==> src/rtl/apn_pkg.sv <==
// Package for the allpass notch filter: control word type, operation codes,
// register map and the fixed-point helper functions.
// No dependencies; used by every module of the block.
`default_nettype none

package apn_pkg;

   localparam int SAMPLE_W = 24;
   localparam int STATE_W  = 32;
   localparam int COEF_W   = 24;
   localparam int PROD_W   = COEF_W + STATE_W;
   localparam int ACC_W    = PROD_W + 2;
   localparam int FRAC_W   = 23;
   localparam int STEP_W   = 3;
   localparam int ADDR_W   = 4;
   localparam int DATA_W   = 32;

   localparam logic [1:0] REG_MODE   = 2'd0;
   localparam logic [1:0] REG_RADIUS = 2'd1;
   localparam logic [1:0] REG_TUNING = 2'd2;

   localparam logic [1:0] MODE_ALLPASS = 2'd0;
   localparam logic [1:0] MODE_NOTCH   = 2'd1;
   localparam logic [1:0] MODE_INVERSE = 2'd2;

   typedef enum logic {
      COEF_RADIUS,
      COEF_TUNING
   } coef_sel_type;

   typedef enum logic [1:0] {
      STATE_U1,
      STATE_U2,
      STATE_U0
   } state_sel_type;

   typedef enum logic [2:0] {
      ACC_HOLD,
      ACC_LOAD_X,
      ACC_SUB_2P,
      ACC_SUB_P,
      ACC_LOAD_AT_U2,
      ACC_ADD_P
   } acc_op_type;

   typedef enum logic [1:0] {
      JMP_NONE,
      JMP_NO_REQ,
      JMP_OUT_BUSY
   } jmp_cond_type;

   typedef struct packed {
      coef_sel_type        coef_sel;
      state_sel_type       state_sel;
      acc_op_type          acc_op;
      logic                save_at;
      logic                wr_u0;
      logic                wr_ap;
      logic                emit;
      logic                accept;
      jmp_cond_type        jmp_cond;
      logic [STEP_W-1:0]   jmp_target;
   } ctrl_type;

   // Microprogram for one sample: two sums of three terms, each rounded, then
   // the output selection and the delay line update.
   function automatic ctrl_type apn_rom(input logic [STEP_W-1:0] step);
      ctrl_type w;
      w = '{coef_sel: COEF_RADIUS, state_sel: STATE_U2, acc_op: ACC_HOLD,
            save_at: 1'b0, wr_u0: 1'b0, wr_ap: 1'b0, emit: 1'b0, accept: 1'b0,
            jmp_cond: JMP_NONE, jmp_target: '0};
      unique case (step)
         3'd0: begin
            w.coef_sel   = COEF_TUNING;
            w.state_sel  = STATE_U1;
            w.acc_op     = ACC_LOAD_X;
            w.accept     = 1'b1;
            w.jmp_cond   = JMP_NO_REQ;
            w.jmp_target = 3'd0;
         end
         3'd1: begin
            w.acc_op  = ACC_SUB_2P;
            w.save_at = 1'b1;
         end
         3'd2: w.acc_op = ACC_SUB_P;
         3'd3: w.wr_u0 = 1'b1;
         3'd4: begin
            w.state_sel = STATE_U0;
            w.acc_op    = ACC_LOAD_AT_U2;
         end
         3'd5: w.acc_op = ACC_ADD_P;
         3'd6: w.wr_ap = 1'b1;
         3'd7: begin
            w.emit       = 1'b1;
            w.jmp_cond   = JMP_OUT_BUSY;
            w.jmp_target = 3'd7;
         end
         default: w.acc_op = ACC_HOLD;
      endcase
      return w;
   endfunction

   // Round a Q.46 sum to Q.23, to nearest with ties upwards, then saturate.
   function automatic logic signed [STATE_W-1:0] round_sat32(
      input logic signed [ACC_W-1:0] v);
      logic signed [ACC_W-1:0]          t;
      logic signed [ACC_W-FRAC_W-1:0]   q;
      logic signed [STATE_W-1:0]        r;
      t = v + ACC_W'(1 << (FRAC_W - 1));
      q = t[ACC_W-1:FRAC_W];
      if (q[ACC_W-FRAC_W-1:STATE_W-1] == '0 || q[ACC_W-FRAC_W-1:STATE_W-1] == '1) begin
         r = q[STATE_W-1:0];
      end else if (q[ACC_W-FRAC_W-1]) begin
         r = {1'b1, {(STATE_W-1){1'b0}}};
      end else begin
         r = {1'b0, {(STATE_W-1){1'b1}}};
      end
      return r;
   endfunction

   function automatic logic signed [SAMPLE_W-1:0] sat24(input logic signed [STATE_W-1:0] v);
      logic signed [SAMPLE_W-1:0] r;
      if (v[STATE_W-1:SAMPLE_W-1] == '0 || v[STATE_W-1:SAMPLE_W-1] == '1) begin
         r = v[SAMPLE_W-1:0];
      end else if (v[STATE_W-1]) begin
         r = {1'b1, {(SAMPLE_W-1){1'b0}}};
      end else begin
         r = {1'b0, {(SAMPLE_W-1){1'b1}}};
      end
      return r;
   endfunction

endpackage

`default_nettype wire

==> src/rtl/apn_seq.sv <==
// Microcode sequencer: step counter, control word lookup and conditional jumps.
// Depends on apn_pkg for the control word type and the program table.
`default_nettype none

module apn_seq (
   input  wire                logic clock,
   input  wire                logic reset,
   input  wire                logic req_valid,
   input  wire                logic out_busy,
   output apn_pkg::ctrl_type  ctrl
);
   import apn_pkg::*;

   logic [STEP_W-1:0] step_ff;
   logic [STEP_W-1:0] step_in;
   ctrl_type          word;
   logic              jump;

   always_comb begin
      word = apn_rom(step_ff);
      unique case (word.jmp_cond)
         JMP_NO_REQ:   jump = !req_valid;
         JMP_OUT_BUSY: jump = out_busy;
         default:      jump = 1'b0;
      endcase
      step_in   = jump ? word.jmp_target : step_ff + STEP_W'(1);
      ctrl      = word;
      ctrl.emit = word.emit && !jump;
   end

   always_ff @(posedge clock) begin
      if (reset) begin
         step_ff <= '0;
      end else begin
         step_ff <= step_in;
      end
   end

endmodule

`default_nettype wire

==> src/rtl/apn_datapath.sv <==
// Datapath: one shared multiplier, product register, accumulator, lattice delays
// and the output register. Depends on apn_pkg; driven by the sequencer.
`default_nettype none

module apn_datapath (
   input  wire  logic                                  clock,
   input  wire  logic                                  reset,
   input  apn_pkg::ctrl_type                           ctrl,
   input  wire  logic [1:0]                            filter_mode,
   input  wire  logic signed [apn_pkg::COEF_W-1:0]     pole_radius,
   input  wire  logic signed [apn_pkg::COEF_W-1:0]     tuning_coeff,
   input  wire  logic signed [apn_pkg::SAMPLE_W-1:0]   sample_in,
   input  wire  logic                                  rsp_stall,
   output logic                                        out_busy,
   output logic                                        rsp_valid,
   output logic signed [apn_pkg::SAMPLE_W-1:0]         rsp_sample_out
);
   import apn_pkg::*;

   logic signed [SAMPLE_W-1:0] x_ff;
   logic signed [PROD_W-1:0]   p_ff;
   logic signed [ACC_W-1:0]    acc_ff;
   logic signed [ACC_W-1:0]    acc_in;
   logic signed [ACC_W-1:0]    at_ff;
   logic signed [STATE_W-1:0]  u0_ff;
   logic signed [STATE_W-1:0]  u1_ff;
   logic signed [STATE_W-1:0]  u2_ff;
   logic signed [STATE_W-1:0]  ap_ff;
   logic                       rsp_valid_ff;
   logic                       rsp_valid_in;
   logic signed [SAMPLE_W-1:0] rsp_data_ff;
   logic signed [SAMPLE_W-1:0] y;
   logic signed [COEF_W-1:0]   coef;
   logic signed [STATE_W-1:0]  state;
   logic signed [STATE_W:0]    pair;
   logic signed [ACC_W-1:0]    p_ext;
   logic signed [ACC_W-1:0]    p_dbl;

   always_comb begin
      coef  = (ctrl.coef_sel == COEF_TUNING) ? tuning_coeff : pole_radius;
      unique case (ctrl.state_sel)
         STATE_U1: state = u1_ff;
         STATE_U0: state = u0_ff;
         default:  state = u2_ff;
      endcase
      p_ext = {{2{p_ff[PROD_W-1]}}, p_ff};
      p_dbl = {p_ff[PROD_W-1], p_ff, 1'b0};
      case (ctrl.acc_op)
         ACC_LOAD_X:     acc_in = {{(ACC_W-SAMPLE_W-FRAC_W){sample_in[SAMPLE_W-1]}},
                                   sample_in, {FRAC_W{1'b0}}};
         ACC_SUB_2P:     acc_in = acc_ff - p_dbl;
         ACC_SUB_P:      acc_in = acc_ff - p_ext;
         ACC_LOAD_AT_U2: acc_in = at_ff + {{(ACC_W-STATE_W-FRAC_W){u2_ff[STATE_W-1]}},
                                           u2_ff, {FRAC_W{1'b0}}};
         ACC_ADD_P:      acc_in = acc_ff + p_ext;
         default:        acc_in = acc_ff;
      endcase
   end

   always_comb begin
      if (filter_mode == MODE_INVERSE) begin
         pair = {{(STATE_W-SAMPLE_W+1){x_ff[SAMPLE_W-1]}}, x_ff} - {ap_ff[STATE_W-1], ap_ff};
      end else begin
         pair = {{(STATE_W-SAMPLE_W+1){x_ff[SAMPLE_W-1]}}, x_ff} + {ap_ff[STATE_W-1], ap_ff};
      end
      if (filter_mode == MODE_NOTCH || filter_mode == MODE_INVERSE) begin
         y = sat24(pair[STATE_W:1]);
      end else begin
         y = sat24(ap_ff);
      end
      out_busy     = rsp_valid_ff && rsp_stall;
      rsp_valid_in = ctrl.emit || (rsp_valid_ff && rsp_stall);
   end

   always_ff @(posedge clock) begin
      p_ff   <= PROD_W'(coef) * PROD_W'(state);
      acc_ff <= acc_in;
      if (ctrl.accept) begin
         x_ff <= sample_in;
      end
      if (ctrl.save_at) begin
         at_ff <= p_dbl;
      end
      if (ctrl.wr_u0) begin
         u0_ff <= round_sat32(acc_ff);
      end
      if (ctrl.wr_ap) begin
         ap_ff <= round_sat32(acc_ff);
      end
      if (ctrl.emit) begin
         rsp_data_ff <= y;
      end
   end

   always_ff @(posedge clock) begin
      if (reset) begin
         u1_ff        <= '0;
         u2_ff        <= '0;
         rsp_valid_ff <= 1'b0;
      end else begin
         rsp_valid_ff <= rsp_valid_in;
         if (ctrl.emit) begin
            u2_ff <= u1_ff;
            u1_ff <= u0_ff;
         end
      end
   end

   assign rsp_valid      = rsp_valid_ff;
   assign rsp_sample_out = rsp_data_ff;

endmodule

`default_nettype wire

==> src/rtl/allpass_notch_filter_core.sv <==
// Allpass notch filter top level: register port, sequencer and datapath.
// Depends on apn_pkg, apn_seq and apn_datapath.
// The program has eight steps around one shared 24 by 32 bit multiplier. A sample
// is taken in step 0 and its result is registered when step 7 emits; step 7 waits
// while the output is stalled, and no new sample is taken until the last is emitted.
// Synchronous reset clears the delays and the registers to mode 0, r at its maximum, a zero.
`default_nettype none

module allpass_notch_filter_core (
   input  wire  logic                                 clock,
   input  wire  logic                                 reset,
   input  wire  logic                                 req_valid,
   output logic                                       req_stall,
   input  wire  logic signed [apn_pkg::SAMPLE_W-1:0]  req_sample_in,
   output logic                                       rsp_valid,
   input  wire  logic                                 rsp_stall,
   output logic signed [apn_pkg::SAMPLE_W-1:0]        rsp_sample_out,
   input  wire  logic                                 csr_psel,
   input  wire  logic                                 csr_penable,
   input  wire  logic                                 csr_pwrite,
   input  wire  logic [apn_pkg::ADDR_W-1:0]           csr_paddr,
   input  wire  logic [apn_pkg::DATA_W-1:0]           csr_pwdata,
   output logic [apn_pkg::DATA_W-1:0]                 csr_prdata,
   output logic                                       csr_pready
);
   import apn_pkg::*;

   ctrl_type                 ctrl;
   logic                     out_busy;
   logic [1:0]               mode_ff;
   logic signed [COEF_W-1:0] radius_ff;
   logic signed [COEF_W-1:0] tuning_ff;
   logic                     wr_en;
   logic [1:0]               reg_idx;

   assign csr_pready = 1'b1;
   assign reg_idx    = csr_paddr[ADDR_W-1:2];
   assign wr_en      = csr_psel && csr_penable && csr_pwrite;
   assign req_stall  = !ctrl.accept;

   always_comb begin
      unique case (reg_idx)
         REG_MODE:   csr_prdata = {{(DATA_W-2){1'b0}}, mode_ff};
         REG_RADIUS: csr_prdata = {{(DATA_W-COEF_W){radius_ff[COEF_W-1]}}, radius_ff};
         REG_TUNING: csr_prdata = {{(DATA_W-COEF_W){tuning_ff[COEF_W-1]}}, tuning_ff};
         default:    csr_prdata = '0;
      endcase
   end

   always_ff @(posedge clock) begin
      if (reset) begin
         mode_ff   <= MODE_ALLPASS;
         radius_ff <= {1'b0, {(COEF_W-1){1'b1}}};
         tuning_ff <= '0;
      end else if (wr_en) begin
         case (reg_idx)
            REG_MODE:   mode_ff   <= csr_pwdata[1:0];
            REG_RADIUS: radius_ff <= csr_pwdata[COEF_W-1:0];
            REG_TUNING: tuning_ff <= csr_pwdata[COEF_W-1:0];
            default:    mode_ff   <= mode_ff;
         endcase
      end
   end

   apn_seq u_seq (
      .clock     (clock),
      .reset     (reset),
      .req_valid (req_valid),
      .out_busy  (out_busy),
      .ctrl      (ctrl)
   );

   apn_datapath u_datapath (
      .clock          (clock),
      .reset          (reset),
      .ctrl           (ctrl),
      .filter_mode    (mode_ff),
      .pole_radius    (radius_ff),
      .tuning_coeff   (tuning_ff),
      .sample_in      (req_sample_in),
      .rsp_stall      (rsp_stall),
      .out_busy       (out_busy),
      .rsp_valid      (rsp_valid),
      .rsp_sample_out (rsp_sample_out)
   );

endmodule

`default_nettype wire
==> config.mk <==
export PLATFORM = sky130hd
export DESIGN_NAME = allpass_notch_filter_core
export DESIGN_NICKNAME = d
export VERILOG_FILES = /design/src/rtl/apn_pkg.sv /design/src/rtl/apn_seq.sv /design/src/rtl/apn_datapath.sv /design/src/rtl/allpass_notch_filter_core.sv
export SDC_FILE = /design/constraint.sdc
export NUM_CORES = 2
export LEC_CHECK = 0
export BUFFER_PORTS_ARGS = -buffer_cell sky130_fd_sc_hd__buf_2
export CAP_MARGIN = 20
export CORE_MARGIN = 8
export CORE_UTILIZATION = 55
export CTS_CLUSTER_DIAMETER = 40
export DETAILED_ROUTE_END_ITERATION = 10
export GPL_TIMING_DRIVEN = 0
export PLACE_DENSITY = 0.79
export SLEW_MARGIN = 20
export SYNTH_ARGS = -nofsm -noshare
export SYNTH_HDL_FRONTEND = slang
export SYNTH_SLANG_ARGS = --single-unit
==> constraint.sdc <==
create_clock -name clock -period 19.2 [get_ports clock]
set_clock_uncertainty 0.05 [all_clocks]
set_input_delay 0.96 -clock clock [delete_from_list [all_inputs] [get_ports clock]]
set_output_delay 0.96 -clock clock [all_outputs]
set_load 0.1 [all_outputs]
==> results by group <==
Place
  – Post-place instance area: 0.0565 sq mm
  – I/O Buffers: between 100 and 150
  – DP HPWL: roughly 170 mm
  – Placer Congestion: 1.08
  – DP Worst Slack: 7150 ps

Worst hold path
  – Min-Delay Startpoint: u_datapath.p_ff[25]
  – Hold Path Depth: 0
  – HP Class: flop to flop
  – Endpoint, Worst Hold: u_datapath.at_ff[26]

Synthesis
  – Syn Std Cell Area: 0.0541 sq mm
  – Fraction of the mapped netlist area in adder cells: 36.9%
  – Gate Count Post-Synth: 6158
  – Register area share after synthesis: a little under a fifth
  – Xor/xnor share of the synthesized area: 5.06%
  – Yosys reg bits: 400
  – Top_reg_cell synth: edfxtp_1
  – Syn. warnings: 0
  – Syn nets: 7350
  – Simple-Gate Fraction of Synth Area: between 10 and 15%
  – Post-synth ARST share: 0%
  – EDFF count, synth: approximately 230
  – Yosys cell types: 82
  – Largest family of logic cells by synthesized area: adder cells
  – Compound-cell area share of the yosys netlist: 14.2%
  – Syn avg cell area: a little under 9 sq um
  – Multiplexer share of the synthesized area: 1.91%

Worst setup path
  – Worst stage delay on the critical path: 910 ps
  – R2r startpoint: u_seq.step_ff[0]
  – Startpoint Class: flop
  – WS Path Type: flop to flop
  – Most used cell, CP: fa_1
  – Reg2reg setup slack: roughly 6600 ps
  – Reg-to-reg endpoint: u_datapath.p_ff[55]
  – Slowest CP cell: mux2i_1
  – Worst reg2reg path depth: 30
  – Largest fanout on the critical path: 10
  – WP data required: 19680 ps
  – Arr. time, crit path: 13070 ps
  – Crit. End Element: flop

Detailed routing
  – DRC viols: 0
  – Vias: 47300
  – DR pass1 iterations: 6
  – DRT Wirelength: 207 mm
  – WL/cell: 26.9 microns
  – Remaining antenna violation count: 0
  – Drt via density: slightly above 6
  – DR iter-0 viols: 5042

STA
  – Worst setup margin: between 6000 and 7000 ps
  – Period minus WS final: 12590 ps
  – Relative slew margins: 15.3%
  – Slew Limit Fails: 0
  – Final setup fails: 0
  – Fmax: a little under 80 MHz
  – Setup_tns: 0 ps
  – Actual slew at the worst max-slew pin: 1270 ps
  – Hold Fails Final Rpt: 0
  – RSZ-0062 raised after global routing: false
  – Final period utilization: between 60 and 70%

Cells and area
  – Commonest cells after routing, fill and taps aside: inv_1, fa_1, nand2_1
  – Most common cell after layout, fill and taps aside: inv_1
  – Final net count: approximately 7500
  – Fraction of layout cells with a size suffix above 1: under 10%
  – Area growth, synth to finish: 9.32%
  – Post-layout instance area: between 0.05 and 0.06 sq mm

Clock tree
  – CTS Buf Count: 72
  – Clock Tree Root: clkbuf_16
  – Insertion delay of the later-clocked pin in the worst-skew pair: 670 ps
  – Worst-path clk slew: ~60 ps
  – Post-CTS Repair Setup Buffers: 0
  – Clk buf depth: 3
  – Cts-stage hold buffer count: 0
  – # clock sinks: 400
  – Resized cells post-CTS: 0
  – CTS tree: done
  – H-Tree Depth: 3

Run
  – Max Cap Viol: 0

Run status
  – Status: finished clean

Floorplanning
  – Starting Density: 55.2%
  – Die area: 0.109 sq mm
  – Core Box Area: 0.0980 sq mm
  – Chip Height: 330 microns
  – Core Rows: 115
  – Die span in x: around 330 microns
  – I/O pins: 126

Global route
  – Pin count of the biggest net entering global routing: 42
  – Vias in the first global route: 48100
  – Initial antenna violation count: 8
  – First-pass GRT wire length: 305 mm
  – Gr ovfl total: 0
  – GRT Util Overall: 38.0%
==> final cells by class <==
| cell class | instances | area, sq um |
|---|---|---|
| antenna | 4 | 10.0 |
| tap | 1287 | 1610 |
| inverter | 908 | 3410 |
| fill | 8525 | 38800 |
| multi-input combinational | 4563 | 39400 |
| timing repair buffer | 120 | 682 |
| clock buffer | 78 | 1870 |
| clock inverter | 56 | 747 |
| sequential | 400 | 10300 |
| buffer | 287 | 1130 |
==> cells by family (layout without fill, tap and decap cells) <==
group / Yosys count / after routing
other cells: 1 / 5
flops: 400 / 400
xor+xnor: 313 / 313
compound gates: 1202 / 1202
buf+inv: 1195 / 1449
simple gates: 1822 / 1822
mux: 100 / 100
fa+ha+maj: 1125 / 1125
==> layer usage <==
| metal | track usage, % | share of wire [%] | vias up |
|---|---|---|---|
| li1 | - | - | 20700 |
| met1 | 46.6 | 37 | 23200 |
| met2 | 59.5 | 44 | 2763 |
| met3 | 9.24 | 11 | 649 |
| met4 | 25.2 | 8.1 | 8 |
| met5 | 0 | 0.027 | - |
==> flip-flops by register name, summed over array words and instances (netlist names), 2 cells and up <==
signal,count
u_datapath.rsp_sample_out,24
u_datapath.at_ff,56
u_datapath.p_ff,56
tuning_ff,24
u_datapath.x_ff,24
u_datapath.u1_ff,32
u_datapath.ap_ff,32
mode_ff,2
u_datapath.u2_ff,32
radius_ff,24
u_seq.step_ff,3
u_datapath.acc_ff,58
u_datapath.u0_ff,32
==> synthesized netlist by cell type (10+ instances only) <==
library cell / instances / share of area, %
a22oi_1: 23 / 0.32
nor3b_1: 10 / 0.14
or2_2: 16 / 0.18
nor2b_1: 53 / 0.61
nand2b_1: 31 / 0.36
nor2_1: 618 / 4.3
nand3_1: 76 / 0.70
nor4_1: 17 / 0.20
a21o_1: 146 / 2.0
and2_1: 29 / 0.34
a22o_1: 22 / 0.36
ha_1: 338 / 7.8
and3_1: 32 / 0.37
mux2i_1: 74 / 1.4
o221ai_1: 14 / 0.23
nand4_1: 51 / 0.59
xor2_1: 87 / 1.4
buf_1: 20 / 0.14
nand2_1: 746 / 5.2
o21a_1: 32 / 0.44
a31oi_1: 46 / 0.53
o21ai_0: 207 / 1.9
xnor2_1: 226 / 3.7
dfxtp_1: 174 / 6.4
mux2_2: 26 / 0.54
a211o_1: 33 / 0.53
o31ai_1: 14 / 0.19
o21bai_1: 33 / 0.46
or3_1: 29 / 0.34
a41oi_1: 10 / 0.16
edfxtp_1: 226 / 13
fa_1: 787 / 29
o211ai_1: 30 / 0.42
nor3_1: 81 / 0.75
clkbuf_1: 251 / 1.7
o2111ai_1: 12 / 0.19
inv_1: 907 / 6.3
a21boi_0: 12 / 0.17
a21oi_1: 416 / 3.8
a211oi_1: 54 / 0.75
==> metrics by stage <==
stage | utilization, % | hold slack (ps) | instances
2_1_floorplan | - | 358 | 6158
3_3_place_gp | 57.5 | 365 | 7557
3_5_place_dp | 57.7 | 375 | 7565
4_1_cts | 60.4 | 392 | 7699
5_1_grt | 60.4 | 410 | 7699
6_report | 60.4 | 393 | 7703
==> worst max-delay path: cells and delay by family (launching register included) <==
family / cells / cell delay [ps]
adders and majority gates: 9 / 4440
buffers and inverters: 9 / 2350
AOI/OAI and AO/OA: 6 / 2350
muxes: 1 / 910
and+or+nand+nor: 4 / 1560
xor gates and xnor gates: 1 / 230
DFF: 1 / 520
==> worst max path at each step <==
stage	cells past startpoint	to	slack, ps	startpoint
floorplan	30	u_datapath.p_ff[54]	9690	u_seq.step_ff[0]
global placement	29	u_datapath.p_ff[55]	6310	u_seq.step_ff[0]
detailed placement	30	u_datapath.p_ff[55]	7150	u_seq.step_ff[0]
CTS	31	u_datapath.p_ff[55]	7080	u_seq.step_ff[0]
global route	31	u_datapath.p_ff[55]	6360	u_seq.step_ff[0]
finish	30	u_datapath.p_ff[55]	6610	u_seq.step_ff[0]
Power is left out: the tool's default activity adds up to more than one toggle a clock period on the data nets, which glitch-free logic cannot reach.
